`src/hw/rtl/dasd_pkg.sv`:
```
// Package with the widths, codes, types and month table of the date adder.
`default_nettype none

package dasd_pkg;

  localparam int OFFSET_WIDTH = 17;

  localparam int YEAR_W  = 14;
  localparam int MONTH_W = 4;
  localparam int DAY_W   = 5;

  localparam logic [YEAR_W-1:0]  YEAR_MIN  = 14'd1;
  localparam logic [YEAR_W-1:0]  YEAR_MAX  = 14'd9999;
  localparam logic [YEAR_W-1:0]  ERA_YEARS = 14'd400;
  localparam logic [MONTH_W-1:0] MONTH_JAN = 4'd1;
  localparam logic [MONTH_W-1:0] MONTH_DEC = 4'd12;

  typedef enum logic [1:0] {
    STATUS_OK       = 2'd0,
    STATUS_BAD_DATE = 2'd1,
    STATUS_RANGE    = 2'd2
  } status_t;

  // Commands from the controller to the datapath.
  typedef struct packed {
    logic    load;
    logic    reduce;
    logic    step;
    logic    finish;
    status_t status;
  } dp_cmd_t;

  // Status from the datapath back to the controller.
  typedef struct packed {
    logic reduced;
    logic date_ok;
    logic step_last;
    logic step_ovf;
  } dp_sts_t;

  // Month length; February gets its extra day in leap years.
  // Codes that name no month give zero, which no valid day fits.
  function automatic logic [DAY_W-1:0] month_len(input logic [MONTH_W-1:0] month,
                                                 input logic leap);
    logic [DAY_W-1:0] len;
    case (month)
      4'd1, 4'd3, 4'd5, 4'd7, 4'd8, 4'd10, 4'd12: len = 5'd31;
      4'd4, 4'd6, 4'd9, 4'd11:                    len = 5'd30;
      4'd2:                                       len = leap ? 5'd29 : 5'd28;
      default:                                    len = 5'd0;
    endcase
    return len;
  endfunction

endpackage

`default_nettype wire

```
`src/hw/rtl/dasd_datapath.sv`:
```
// Datapath of the date adder: date registers, remaining day count and month walk.
`default_nettype none

module dasd_datapath (
  input  wire logic                                      clk,
  input  wire logic [dasd_pkg::YEAR_W-1:0]               start_year,
  input  wire logic [dasd_pkg::MONTH_W-1:0]              start_month,
  input  wire logic [dasd_pkg::DAY_W-1:0]                start_day,
  input  wire logic signed [dasd_pkg::OFFSET_WIDTH-1:0]  offset_days,
  input  wire dasd_pkg::dp_cmd_t                         cmd,
  output dasd_pkg::dp_sts_t                              sts,
  output logic [dasd_pkg::YEAR_W-1:0]                    result_year,
  output logic [dasd_pkg::MONTH_W-1:0]                   result_month,
  output logic [dasd_pkg::DAY_W-1:0]                     result_day,
  output logic [1:0]                                     status
);
  import dasd_pkg::*;

  logic [YEAR_W-1:0]       y;
  logic [MONTH_W-1:0]      m;
  logic [DAY_W-1:0]        d;
  logic [YEAR_W-1:0]       yrem;
  logic                    back;
  logic [OFFSET_WIDTH-1:0] mag;
  status_t                 status_q;

  logic [OFFSET_WIDTH-1:0] offset_u;
  logic [8:0]              mod400;
  logic [6:0]              mod100;
  logic                    leap;
  logic [DAY_W-1:0]        dim;
  logic [DAY_W-1:0]        prev_dim;
  logic [DAY_W-1:0]        left;
  logic                    fwd_last;
  logic                    back_last;

  assign offset_u = OFFSET_WIDTH'(unsigned'(offset_days));

  // After the reduction yrem holds the year modulo 400.
  always_comb begin
    mod400 = yrem[8:0];
    priority if (mod400 >= 9'd300) begin
      mod100 = 7'(mod400 - 9'd300);
    end else if (mod400 >= 9'd200) begin
      mod100 = 7'(mod400 - 9'd200);
    end else if (mod400 >= 9'd100) begin
      mod100 = 7'(mod400 - 9'd100);
    end else begin
      mod100 = 7'(mod400);
    end
    leap      = (mod400 == 9'd0) || ((y[1:0] == 2'b00) && (mod100 != 7'd0));
    dim       = month_len(m, leap);
    // Stepping back from March lands in February of the same year.
    prev_dim  = (m == MONTH_JAN) ? month_len(MONTH_DEC, 1'b0) : month_len(m - 4'd1, leap);
    left      = dim - d;
    fwd_last  = mag <= OFFSET_WIDTH'(left);
    back_last = mag < OFFSET_WIDTH'(d);

    sts.reduced   = yrem < ERA_YEARS;
    sts.date_ok   = (y >= YEAR_MIN) && (y <= YEAR_MAX) && (m >= MONTH_JAN) &&
                    (m <= MONTH_DEC) && (d != 5'd0) && (d <= dim);
    sts.step_last = back ? back_last : fwd_last;
    sts.step_ovf  = back ? (!back_last && (m == MONTH_JAN) && (y == YEAR_MIN))
                         : (!fwd_last && (m == MONTH_DEC) && (y == YEAR_MAX));
  end

  always_ff @(posedge clk) begin
    if (cmd.load) begin
      y    <= start_year;
      m    <= start_month;
      d    <= start_day;
      yrem <= start_year;
      back <= offset_days[OFFSET_WIDTH-1];
      mag  <= offset_days[OFFSET_WIDTH-1] ? (~offset_u + OFFSET_WIDTH'(1)) : offset_u;
    end
    if (cmd.reduce) begin
      yrem <= yrem - ERA_YEARS;
    end
    if (cmd.step) begin
      if (!back) begin
        if (fwd_last) begin
          d <= d + mag[DAY_W-1:0];
        end else begin
          mag <= mag - OFFSET_WIDTH'(left) - OFFSET_WIDTH'(1);
          d   <= 5'd1;
          if (m == MONTH_DEC) begin
            m    <= MONTH_JAN;
            y    <= y + 14'd1;
            yrem <= (yrem == ERA_YEARS - 14'd1) ? 14'd0 : yrem + 14'd1;
          end else begin
            m <= m + 4'd1;
          end
        end
      end else begin
        if (back_last) begin
          d <= d - mag[DAY_W-1:0];
        end else begin
          mag <= mag - OFFSET_WIDTH'(d);
          d   <= prev_dim;
          if (m == MONTH_JAN) begin
            m    <= MONTH_DEC;
            y    <= y - 14'd1;
            yrem <= (yrem == 14'd0) ? ERA_YEARS - 14'd1 : yrem - 14'd1;
          end else begin
            m <= m - 4'd1;
          end
        end
      end
    end
    if (cmd.finish) begin
      status_q <= cmd.status;
      if (cmd.status == STATUS_OK) begin
        result_year  <= y;
        result_month <= m;
        result_day   <= d;
      end else begin
        result_year  <= '0;
        result_month <= '0;
        result_day   <= '0;
      end
    end
  end

  assign status = status_q;

endmodule

`default_nettype wire

```
`src/hw/rtl/dasd_controller.sv`:
```
// Controller state machine of the date adder.
`default_nettype none

module dasd_controller (
  input  wire logic              clk,
  input  wire logic              rst,
  input  wire logic              start,
  input  wire dasd_pkg::dp_sts_t sts,
  output dasd_pkg::dp_cmd_t      cmd,
  output logic                   busy,
  output logic                   done
);
  import dasd_pkg::*;

  typedef enum logic [2:0] {
    ST_IDLE,
    ST_REDUCE,
    ST_CHECK,
    ST_WALK,
    ST_FINISH
  } state_t;

  state_t state;
  state_t state_next;

  always_comb begin
    cmd        = '0;
    cmd.status = STATUS_OK;
    state_next = state;
    unique case (state)
      ST_IDLE: begin
        if (start) begin
          cmd.load   = 1'b1;
          state_next = ST_REDUCE;
        end
      end
      ST_REDUCE: begin
        if (sts.reduced) begin
          state_next = ST_CHECK;
        end else begin
          cmd.reduce = 1'b1;
        end
      end
      ST_CHECK: begin
        if (sts.date_ok) begin
          state_next = ST_WALK;
        end else begin
          cmd.finish = 1'b1;
          cmd.status = STATUS_BAD_DATE;
          state_next = ST_IDLE;
        end
      end
      ST_WALK: begin
        if (sts.step_ovf) begin
          cmd.finish = 1'b1;
          cmd.status = STATUS_RANGE;
          state_next = ST_IDLE;
        end else begin
          cmd.step = 1'b1;
          if (sts.step_last) begin
            state_next = ST_FINISH;
          end
        end
      end
      ST_FINISH: begin
        cmd.finish = 1'b1;
        state_next = ST_IDLE;
      end
      default: begin
        state_next = ST_IDLE;
      end
    endcase
  end

  always_ff @(posedge clk) begin
    if (rst) begin
      state <= ST_IDLE;
      done  <= 1'b0;
    end else begin
      state <= state_next;
      done  <= cmd.finish;
    end
  end

  assign busy = (state != ST_IDLE);

endmodule

`default_nettype wire

```
`src/hw/rtl/date_add_signed_days.sv`:
```
// Top level of the date adder: adds a signed day count to a Gregorian date.
//
//   Channel   Beat marked by        Fields
//   -------   -------------------   -------------------------------------------------
//   input     start high, busy low  start_year, start_month, start_day, offset_days
//   result    done high (1 cycle)   result_year, result_month, result_day, status
//
// After acceptance an item passes the year reduction, the date check, the month walk and
// the finish state, and then shows the done beat. The walk crosses M month boundaries
// (about 2160 at most for a 17-bit offset), one month per cycle, and stops early when the
// year would leave the range. The year reduction subtracts 400 until the year code lies
// below 400, for the leap test; a bad start date ends right after the check.
// busy is high from the cycle after acceptance until the done beat; start is
// ignored meanwhile. A new item may be accepted in the cycle that shows done.
// The receiver cannot stall, so the result is shown exactly once, in one cycle.
// Reset (rst, synchronous) returns the controller to idle and clears done.
`default_nettype none

module date_add_signed_days (
  input  wire logic                                      clk,
  input  wire logic                                      rst,
  input  wire logic                                      start,
  output logic                                           busy,
  input  wire logic [dasd_pkg::YEAR_W-1:0]               start_year,
  input  wire logic [dasd_pkg::MONTH_W-1:0]              start_month,
  input  wire logic [dasd_pkg::DAY_W-1:0]                start_day,
  input  wire logic signed [dasd_pkg::OFFSET_WIDTH-1:0]  offset_days,
  output logic                                           done,
  output logic [dasd_pkg::YEAR_W-1:0]                    result_year,
  output logic [dasd_pkg::MONTH_W-1:0]                   result_month,
  output logic [dasd_pkg::DAY_W-1:0]                     result_day,
  output logic [1:0]                                     status
);
  import dasd_pkg::*;

  // Commands and status between the two halves. The controller loads the
  // date on acceptance, reduces the year modulo 400 for the leap test,
  // validates the date, then walks a month per cycle while watching the
  // year range, and finally has the datapath latch the result fields.
  dp_cmd_t cmd;
  dp_sts_t sts;

  dasd_controller u_ctrl (
    .clk   (clk),
    .rst   (rst),
    .start (start),
    .sts   (sts),
    .cmd   (cmd),
    .busy  (busy),
    .done  (done)
  );

  // The datapath holds the date, the remaining magnitude and the direction.
  // Result fields are zero whenever the status is not ok.
  dasd_datapath u_dp (
    .clk          (clk),
    .start_year   (start_year),
    .start_month  (start_month),
    .start_day    (start_day),
    .offset_days  (offset_days),
    .cmd          (cmd),
    .sts          (sts),
    .result_year  (result_year),
    .result_month (result_month),
    .result_day   (result_day),
    .status       (status)
  );

endmodule

`default_nettype wire

```
`config.mk`:
```
export PLATFORM = sky130hd
export DESIGN_NAME = date_add_signed_days
export DESIGN_NICKNAME = d
export VERILOG_FILES = /design/src/hw/rtl/dasd_pkg.sv /design/src/hw/rtl/dasd_datapath.sv /design/src/hw/rtl/dasd_controller.sv /design/src/hw/rtl/date_add_signed_days.sv
export SDC_FILE = /design/constraint.sdc
export NUM_CORES = 1
export LEC_CHECK = 0
export ABC_AREA = 1
export BUFFER_PORTS_ARGS = -buffer_cell sky130_fd_sc_hd__buf_2
export CORE_AREA = 2 2 153 192
export CTS_CLUSTER_SIZE = 8
export DETAILED_ROUTE_END_ITERATION = 10
export DIE_AREA = 0 0 155 194
export PLACE_DENSITY_LB_ADDON = 0.3
export SETUP_SLACK_MARGIN = 0.3
export SLEW_MARGIN = 30
export SYNTH_ARGS = -nofsm -noshare
export SYNTH_HDL_FRONTEND = slang
export SYNTH_HIERARCHICAL = 1
export SYNTH_SLANG_ARGS = --single-unit
```
`constraint.sdc`:
```
create_clock -name clk -period 11.9 [get_ports clk]
set_clock_uncertainty 0.1 [all_clocks]
set_input_delay 1.19 -clock clk [delete_from_list [all_inputs] [get_ports clk]]
set_output_delay 1.19 -clock clk [all_outputs]
set_load 0.02 [all_outputs]
```
==> results of run 1 <==
[cells by family (layout without fill, tap and decap cells)]
kind of cell / after synthesis / after routing / synth area share (%)
multiplexers: 1 / 1 / 0.119
AND/OR/NAND/NOR: 590 / 590 / 30.3
adder cells (fa/ha/maj): 53 / 53 / 8.36
buffers and inverters: 213 / 249 / 10.4
AO/OA/AOI/OAI: 272 / 272 / 19.2
XOR/XNOR: 75 / 75 / 7.93
flip-flops: 84 / 84 / 23.8
[state kept, by name, indices dropped and copies added (netlist names)]
signal,flops
u_dp/mag,17
u_dp/result_year,14
u_dp/y,14
u_dp/yrem,14
u_dp/d,5
u_dp/result_day,5
u_dp/m,4
u_dp/result_month,4
u_ctrl/state,3
u_dp/status,2
u_ctrl/done,1
u_dp/back,1
[cells in the final DEF (no fill, tap or decap), types with 5 or more instances in the layout]
master	Yosys	final
nand2_1	271	271
dfxtp_1	53	53
fa_1	5	5
nor2_1	160	159
inv_1	147	146
clkbuf_16	0	9
a31oi_1	19	19
o21ai_1	12	12
nor2_2	8	8
o211ai_1	27	27
xor2_1	62	62
nand4_1	12	12
ha_1	48	48
buf_2	15	69
a211oi_1	5	5
inv_2	7	8
buf_4	3	6
nor3_1	20	20
xnor2_1	12	12
o22ai_1	16	16
nand3_2	4	5
a21oi_1	57	57
o31ai_1	5	5
nand3_1	93	92
o21ai_0	105	105
edfxtp_1	31	31
[critical path: cells and delay by family, from the launching register on]
family | cells | cell delay, ns
xor+xnor | 1 | 0.14
buf+inv | 7 | 2.17
compound gates | 6 | 0.88
simple gates | 17 | 2.20
fa+ha+maj | 4 | 1.32
flops | 1 | 0.49
[cell type report]
cell class	instances	area, um2
Inverter	158	596
Multi-Input combinational cell	991	5530
Timing Repair Buffer	75	390
Tap cell	355	444
Sequential cell	84	1990
Clock buffer	10	239
Fill cell	3140	19000
Clock inverter	6	71.3
[routing by layer]
layer | GRT usage (%) | wire length, um | part of all wire, % | vias up
met1 | 21.9 | 11600 | 42 | 4028
li1 | - | - | - | 4321
met2 | 32.3 | 13700 | 50 | 218
met4 | 7.51 | 865 | 3.2 | 0
met5 | 0 | 0 | 0 | -
met3 | 2.55 | 1230 | 4.5 | 56
[report_power, final]
part           total, mW  switching [mW]  internal, mW
Sequential         0.624           0.170         0.454
Clock              0.304           0.133         0.171
Combinational       1.96            1.26         0.699
Total               2.89            1.57          1.32
[how the worst max path moves through the flow]
| stage | start | to | slack, ns | cells past startpoint |
|---|---|---|---|---|
| after floorplan | u_dp/yrem[4] | u_dp/d[3] | 6.20 | 39 |
| after global placement | u_dp/yrem[4] | u_dp/d[2] | 4.53 | 35 |
| after detailed placement | u_dp/yrem[4] | u_dp/d[3] | 4.28 | 35 |
| after CTS | u_dp/yrem[4] | u_dp/d[2] | 4.29 | 35 |
| after global routing | u_dp/yrem[4] | u_dp/d[0] | 3.35 | 35 |
| final | u_dp/yrem[4] | u_dp/d[0] | 4.28 | 35 |
==> results.sh, run 1 <==
export IMPL_grt_usage_pct=18.2
export IMPL_async_flop_share_pct=0
export IMPL_min_from="u_ctrl/state[2]"
export IMPL_ir_worst_vdd_uv=147
export IMPL_drtIter0Drc=560
export IMPL_grt_overflow=0
export IMPL_yosys_top_cells_count="271 x nand2_1, 160 x nor2_1, 147 x inv_1, 105 x o21ai_0, 93 x nand3_1"
export IMPL_ys_types=60
export IMPL_antenna_found_initial=0
export IMPL_tns_ns=0
export IMPL_worst_pin_slew_ns=0.857
export IMPL_cts_buffers=9
export IMPL_wl_per_cell_um=16.3
export IMPL_tritoncts="yes"
export IMPL_crit_required_ns=11.84
export IMPL_clk_pin_slew_worst_paths_ns=0.07
export IMPL_rows=69
export IMPL_hold_viol_final=0
export IMPL_ant_nets=0
export IMPL_crit_type="flop to flop"
export IMPL_ys_top_cells_by_area="dfxtp_1 13%, nand2_1 12%, edfxtp_1 11%"
export IMPL_r2r_end="u_dp/d[0]"
export IMPL_fin_crit_sh_pct=64.0
export IMPL_numClockSinks=84
export IMPL_hold_end="u_ctrl/done"
export IMPL_die_w_um=155
export IMPL_slew_limit_headroom_pct=42.7
export IMPL_firstDrtPassIters=7
export IMPL_place_area_mm2=0.00895
export IMPL_fin_area_mm2=0.00926
export IMPL_clock_fmax_mhz=131
export IMPL_status="finished clean"
export IMPL_die_area_mm2=0.0301
export IMPL_htreeDepth=3
export IMPL_cap_violations=0
export IMPL_synth_top_flop_cell="dfxtp_1"
export IMPL_layout_cells_non_filler=1679
export IMPL_vias=8623
export IMPL_clockRootBuffer="clkbuf_16"
export IMPL_ys_seq_area_share_pct=23.8
export IMPL_cp_max_fo=51
export IMPL_detail_route_drc_violations=0
export IMPL_fin_nets=1415
export IMPL_synth_area_mm2=0.00838
export IMPL_synth_edff_count=31
export IMPL_r2r_slack_ns=4.28
export IMPL_setup_viol=0
export IMPL_yosys_area_top_type="dfxtp_1"
export IMPL_routed_wl_mm=27.3
export IMPL_post_cts_buffers=0
export IMPL_synth_most_common_cell="nand2_1"
export IMPL_ys_warn_count=6
export IMPL_rsz0062_at_grt="false"
export IMPL_netlist_area_leader_share_pct=12.7
export IMPL_synth_nets=1384
export IMPL_synth_seq_cells=84
export IMPL_endpoint_kind="flop"
export IMPL_syn_inst=1288
export IMPL_routed_via_density=5.14
export IMPL_crit_top_cell="nand2_1"
export IMPL_fin_crit_ns=7.62
export IMPL_grt_pass1_wl_mm=44.1
export IMPL_p_per_area_mw_per_mm2=312
export IMPL_core_area_mm2=0.0282
export IMPL_hold_buffers=0
export IMPL_leakage_nw=4.19
export IMPL_grt_pass1_vias=8538
export IMPL_worst_slack_ns=4.28
export IMPL_hold_ws_ns=0.481
export IMPL_r2r_start="u_dp/yrem[4]"
export IMPL_maxSlewViolCount=0
export IMPL_worstPathArrival_ns=7.56
export IMPL_dp_cells=1663
export IMPL_layout_drive_gt1_share_pct=10.3
export IMPL_cts_repair_resized=0
export IMPL_diodes=0
export IMPL_power_total_mw=2.89
export IMPL_syn_area_per_cell_um2=6.50
export IMPL_hold_path_class="flop to flop"
export IMPL_rr_worst_depth=35
export IMPL_final_util_pct=32.8
export IMPL_min_path_cells=2
export IMPL_gp_congestion=0.906
export IMPL_area_delta_synth_final_pct=10.5
export IMPL_worstSetupStartpointType="flop"
export IMPL_clock_latency_ns=0.35
export IMPL_pre_cts_slack_ns=4.28
export IMPL_floorplan_initialDensity_pct=29.7
export IMPL_critPathMaxStageDelay_ns=0.58
export IMPL_grt_max_degree=56
export IMPL_cp_slowest_cell="buf_4"
export IMPL_place_detailed_hpwl_mm=20.8
export IMPL_pin_count=70
export IMPL_clock_path_buffers=2
export IMPL_port_buffers=69
export IMPL_die_h_um=194
(Power assumes the default switching activity.)
==> inputs of run 2 (changes only) <==
- ABC_AREA: 1 -> 0
- CORE_AREA: 2 2 153 192 -> 2 2 151 190
- DIE_AREA: 0 0 155 194 -> 0 0 153 192
- clock period: 11.9 -> 7.8 ns (I/O delays scaled with it)
==> run 2 against run 1 <==
Effect of this change:
- via count is 6.0% lower
- largest cell class unchanged
- global-route usage is 0.21 points lower
- register-to-register slack worse by 3.5 ns
- largest power group unchanged
- sequential share of layout area is 0.40 points higher
- critical endpoint is now u_dp/y[5]
- power is 3.7% lower
- non-clock buffer count is 9 higher
- highest routed layer unchanged
- core utilization is 0.28 points higher
- wire length is 2.2% lower
- clock power is 63% higher
==> results.sh, run 2 <==
export IMPL_status="finished clean"
export IMPL_switching_share_pct=46.8
export IMPL_crit_top_cell="ha_1"
export IMPL_die_w_um=153
export IMPL_setup_viol=0
export IMPL_leakage_nw=3.44
export IMPL_dp_cells=1385
export IMPL_syn_area_per_cell_um2=7.94
export IMPL_layout_common_cells="89 x nand2_1, 81 x nor2_1, 69 x buf_2"
export IMPL_vias=8103
export IMPL_antenna_found_initial=0
export IMPL_diodes=0
export IMPL_worst_pin_slew_ns=0.940
export IMPL_clock_path_buffers=2
export IMPL_numClockSinks=84
export IMPL_die_h_um=192
export IMPL_fin_crit_sh_pct=89.8
export IMPL_slew_limit_headroom_pct=37.3
export IMPL_critPathMaxStageDelay_ns=0.53
export IMPL_crit_type="flop to flop"
export IMPL_fill_cells=2871
export IMPL_final_common_cell="nand2_1"
export IMPL_clock_fmax_mhz=143
export IMPL_place_detailed_hpwl_mm=19.2
export IMPL_synth_nets=1120
export IMPL_routed_wl_mm=26.7
export IMPL_power_total_mw=2.79
export IMPL_ant_nets=0
export IMPL_clkPwrFrac_pct=17.8
export IMPL_grt_pass1_wl_mm=42.6
export IMPL_synth_top_flop_cell="dfxtp_1"
export IMPL_detail_route_drc_violations=0
export IMPL_maxSlewViolCount=0
export IMPL_ir_worst_vdd_uv=159
export IMPL_worstPathArrival_ns=7.13
export IMPL_p_seq_share_pct=26.8
export IMPL_ys_top_cells_by_area="dfxtp_1 13%, edfxtp_1 11%, ha_1 7.4%"
export IMPL_endpoint_kind="flop"
export IMPL_fin_crit_ns=7.01
export IMPL_yosys_top_cells_count="89 x nand2_1, 83 x nor2_1, 67 x a21oi_1, 61 x o21ai_0, 53 x dfxtp_1"
export IMPL_worstSetupStartpointType="flop"
export IMPL_pin_count=70
export IMPL_rows=68
export IMPL_layout_cells_non_filler=1404
export IMPL_wl_per_cell_um=19.0
export IMPL_ys_types=99
export IMPL_die_area_mm2=0.0294
export IMPL_firstDrtPassIters=7
export IMPL_cap_violations=0
export IMPL_synth_most_common_cell="nand2_1"
export IMPL_p_per_area_mw_per_mm2=306
export IMPL_gp_congestion=0.876
export IMPL_ys_warn_count=6
export IMPL_top_register="u_dp/mag"
export IMPL_p_sw_mw=1.30
export IMPL_grt_max_degree=61
export IMPL_hold_ws_ns=0.438
export IMPL_ys_seq_area_share_pct=24.5
export IMPL_hold_viol_final=0
export IMPL_drtIter0Drc=595
export IMPL_crit_required_ns=7.93
export IMPL_hold_path_class="flop to flop"
export IMPL_largest_reg_flops=17
export IMPL_grt_pass1_vias=7796
export IMPL_synth_area_mm2=0.00814
export IMPL_cp_max_fo=25
export IMPL_netlist_area_leader_share_pct=13.0
export IMPL_power_internal_mw=1.48
export IMPL_synth_seq_cells=84
export IMPL_routed_via_density=5.77
export IMPL_htreeDepth=3
export IMPL_grt_usage_pct=18.0
export IMPL_async_flop_share_pct=0
export IMPL_clk_pin_slew_worst_paths_ns=0.07
export IMPL_tritoncts="yes"
export IMPL_hold_buffers=0
export IMPL_cts_buffers=9
export IMPL_tns_ns=0
export IMPL_synth_edff_count=31
export IMPL_layout_drive_gt1_share_pct=14.5
export IMPL_grt_overflow=0
export IMPL_yosys_area_top_type="dfxtp_1"
export IMPL_fin_nets=1145
export IMPL_floorplan_initialDensity_pct=29.6
export IMPL_clock_latency_ns=0.37
export IMPL_syn_inst=1024
export IMPL_core_area_mm2=0.0275
export IMPL_port_buffers=69
export IMPL_clockRootBuffer="clkbuf_16"
export IMPL_pwr_share_comb_pct=55.4
export IMPL_rsz0062_at_grt="false"
export IMPL_cp_slowest_cell="dfxtp_1"
export IMPL_area_delta_synth_final_pct=11.8
==> run 2: repair_timing <==
action	in CTS	in global routing
gates resized for setup	0	5
setup buffers	0	3
setup endpoints to repair	0	53
==> run 2: power by group through the flow <==
stage / Combinational, mW / Clock [mW] / Sequential [mW]
after floorplan: 1.26 / 0 / 0.645
after global routing: 1.71 / 0.518 / 0.763
final: 1.54 / 0.496 / 0.746
after global placement: 1.49 / 0 / 0.749
after CTS: 1.51 / 0.508 / 0.740
after detailed placement: 1.50 / 0 / 0.749
==> run 2: logic make-up after synthesis <==
| group | count (synthesis) | synth area share (%) |
|---|---|---|
| and+or+nand+nor | 351 | 22.5 |
| AOI/OAI and AO/OA | 340 | 29.1 |
| buffers and inverters | 115 | 6.09 |
| DFF | 84 | 24.5 |
| xor gates and xnor gates | 56 | 6.03 |
| adders and majority gates | 53 | 8.61 |
| muxes | 25 | 3.20 |
==> run 2: layout make-up <==
type,count,area [um2],share of cell area (%)
Clock buffer,10,239,2.63
Clock inverter,6,93.8,1.03
Inverter,45,173,1.90
Multi-Input combinational cell,825,5690,62.5
Sequential cell,84,1990,21.9
Tap cell,350,438,4.82
Timing Repair Buffer,84,470,5.17
==> run 2: worst max-delay path: cells and delay by family, from the launching register on <==
family,cells,cell delay (ns)
flops,1,0.53
xor+xnor,1,0.09
buf+inv,4,0.75
mux,1,0.23
simple gates,6,1.51
fa+ha+maj,4,1.27
compound gates,12,2.37
==> run 2: metrics by stage <==
step / setup slack [ns] / util [%] / instance area (um2)
6_report: 0.794 / 33.1 / 9090
3_5_place_dp: 0.610 / 31.7 / 8710
5_1_grt: 0.335 / 33.1 / 9090
4_1_cts: 0.553 / 32.9 / 9040
2_1_floorplan: 1.51 / - / 8140
3_3_place_gp: 0.710 / 31.7 / 8710
==> run 2: routing by layer <==
metal / part of all wire, % / GRT usage, % / wire length (um) / up-vias
met5: 0 / 0 / 0 / -
met4: 3.6 / 8.76 / 952 / 0
met3: 5.4 / 3.00 / 1450 / 56
met2: 47 / 29.4 / 12700 / 273
met1: 44 / 23.1 / 11600 / 3888
li1: - / - / - / 3886
==> run 2: worst paths after layout <==
kind	start	end	slack (ns)	cells past startpoint
max reg2reg	u_dp/yrem[4]	u_dp/y[5]	0.79	28
min	u_dp/mag[15]	u_dp/mag[15]	0.44	2
min reg2reg	u_dp/mag[15]	u_dp/mag[15]	0.44	2
max	u_dp/yrem[4]	u_dp/y[5]	0.79	28
==> inputs of run 3 (changes only) <==
- CORE_AREA: 2 2 151 190 -> 2 2 112 141
- DIE_AREA: 0 0 153 192 -> 0 0 114 143
==> run 3 against run 2 <==
Effect of this change:
- highest routed layer unchanged
- hold slack improved by 0.025 ns
- critical path type unchanged
- via count rose by 0.49%
- combinational power barely moved
==> results.sh, run 3 (synthesis results as in run 2) <==
export IMPL_worstSetupStartpointType="flop"
export IMPL_clock_path_buffers=2
export IMPL_hold_buffers=0
export IMPL_die_area_mm2=0.0163
export IMPL_crit_required_ns=7.94
export IMPL_layout_drive_gt1_share_pct=14.1
export IMPL_cp_max_fo=25
export IMPL_final_util_pct=59.1
export IMPL_fin_nets=1142
export IMPL_setup_viol=0
export IMPL_wl_per_cell_um=19.1
export IMPL_cts_buffers=9
export IMPL_cp_slowest_cell="dfxtp_1"
export IMPL_cap_violations=0
export IMPL_vias=8143
export IMPL_endpoint_kind="flop"
export IMPL_clock_fmax_mhz=142
export IMPL_clockRootBuffer="clkbuf_16"
export IMPL_top_register="u_dp/mag"
export IMPL_tritoncts="yes"
export IMPL_fin_crit_ns=7.03
export IMPL_crit_type="flop to flop"
export IMPL_ir_worst_vdd_uv=192
export IMPL_worstPathArrival_ns=7.17
export IMPL_htreeDepth=3
export IMPL_cts_repair_resized=0
export IMPL_die_w_um=114
export IMPL_status="finished clean"
export IMPL_tns_ns=0
export IMPL_place_area_mm2=0.00849
export IMPL_p_per_area_mw_per_mm2=308
export IMPL_final_common_cell="nand2_1"
export IMPL_worst_pin_slew_ns=0.927
export IMPL_port_buffers=69
export IMPL_routed_wl_mm=23.6
export IMPL_rows=50
export IMPL_grt_pass1_vias=7453
export IMPL_area_delta_synth_final_pct=8.18
export IMPL_place_detailed_hpwl_mm=16.9
export IMPL_grt_usage_pct=28.5
export IMPL_grt_max_degree=61
export IMPL_grt_pass1_wl_mm=37.6
export IMPL_maxSlewViolCount=0
export IMPL_fin_area_mm2=0.00880
export IMPL_core_area_mm2=0.0149
export IMPL_crit_top_cell="a21oi_1"
export IMPL_largest_reg_flops=17
export IMPL_leakage_nw=3.41
export IMPL_critPathMaxStageDelay_ns=0.53
export IMPL_diodes=0
export IMPL_post_cts_buffers=0
export IMPL_layout_common_cells="88 x nand2_1, 82 x nor2_1, 69 x buf_2"
export IMPL_slew_limit_headroom_pct=38.2
export IMPL_clk_pin_slew_worst_paths_ns=0.07
export IMPL_hold_path_class="flop to flop"
export IMPL_die_h_um=143
export IMPL_gp_congestion=0.966
export IMPL_numClockSinks=84
export IMPL_floorplan_initialDensity_pct=54.6
export IMPL_drtIter0Drc=909
export IMPL_detail_route_drc_violations=0
export IMPL_hold_viol_final=0
export IMPL_pin_count=70
export IMPL_firstDrtPassIters=6
export IMPL_ant_nets=0
export IMPL_clock_latency_ns=0.35
export IMPL_grt_overflow=0
export IMPL_fin_crit_sh_pct=90.1
export IMPL_antenna_found_initial=0
export IMPL_routed_via_density=6.60
export IMPL_rsz0062_at_grt="false"
run 3: path summary, 6_finish.rpt:
check / from / depth (start not counted) / end / slack (ns)
max: u_dp/yrem[4] / 28 / u_dp/mag[7] / 0.77
min: u_dp/mag[15] / 2 / u_dp/mag[15] / 0.46
max reg2reg: u_dp/yrem[4] / 28 / u_dp/mag[7] / 0.77
min reg2reg: u_dp/mag[15] / 2 / u_dp/mag[15] / 0.46
run 3: layer usage:
| layer | track usage [%] | share of wire, % |
|---|---|---|
| met1 | 36.8 | 42 |
| met2 | 46.4 | 46 |
| met3 | 4.67 | 7.3 |
| met4 | 13.2 | 4.2 |
| met5 | 0 | 0 |
run 3: through the flow:
stage / std cells / worst slack (ns) / power [mW] / hold slack [ns]
6_report: 1233 / 0.771 / 2.71 / 0.462
5_1_grt: 1233 / 0.342 / 2.90 / 0.470
4_1_cts: 1233 / 0.733 / 2.67 / 0.451
3_5_place_dp: 1217 / 0.796 / 2.21 / 0.436
3_3_place_gp: 1217 / 0.913 / 2.20 / 0.425
2_1_floorplan: 1024 / 1.51 / 1.90 / 0.396
run 3: worst max-delay path: cells and delay by family (launching register included):
kind,cells,cell delay (ns)
compound gates,14,2.93
xor+xnor,1,0.18
fa+ha+maj,4,1.23
buf+inv,5,1.02
flops,1,0.53
mux,1,0.21
simple gates,3,0.72
run 3: power by group:
part	internal (mW)	total [mW]	switching (mW)
Sequential	0.550	0.743	0.192
Combinational	0.632	1.53	0.894
Clock	0.228	0.439	0.211
Total	1.41	2.71	1.30
run 3: area by class of cell:
| class | count | area (um2) |
|---|---|---|
| sequential | 84 | 1990 |
| tap | 182 | 228 |
| inverter | 45 | 173 |
| clock inverter | 7 | 76.3 |
| multi-input combinational | 825 | 5670 |
| fill | 1319 | 6090 |
| clock buffer | 9 | 225 |
| timing repair buffer | 81 | 439 |
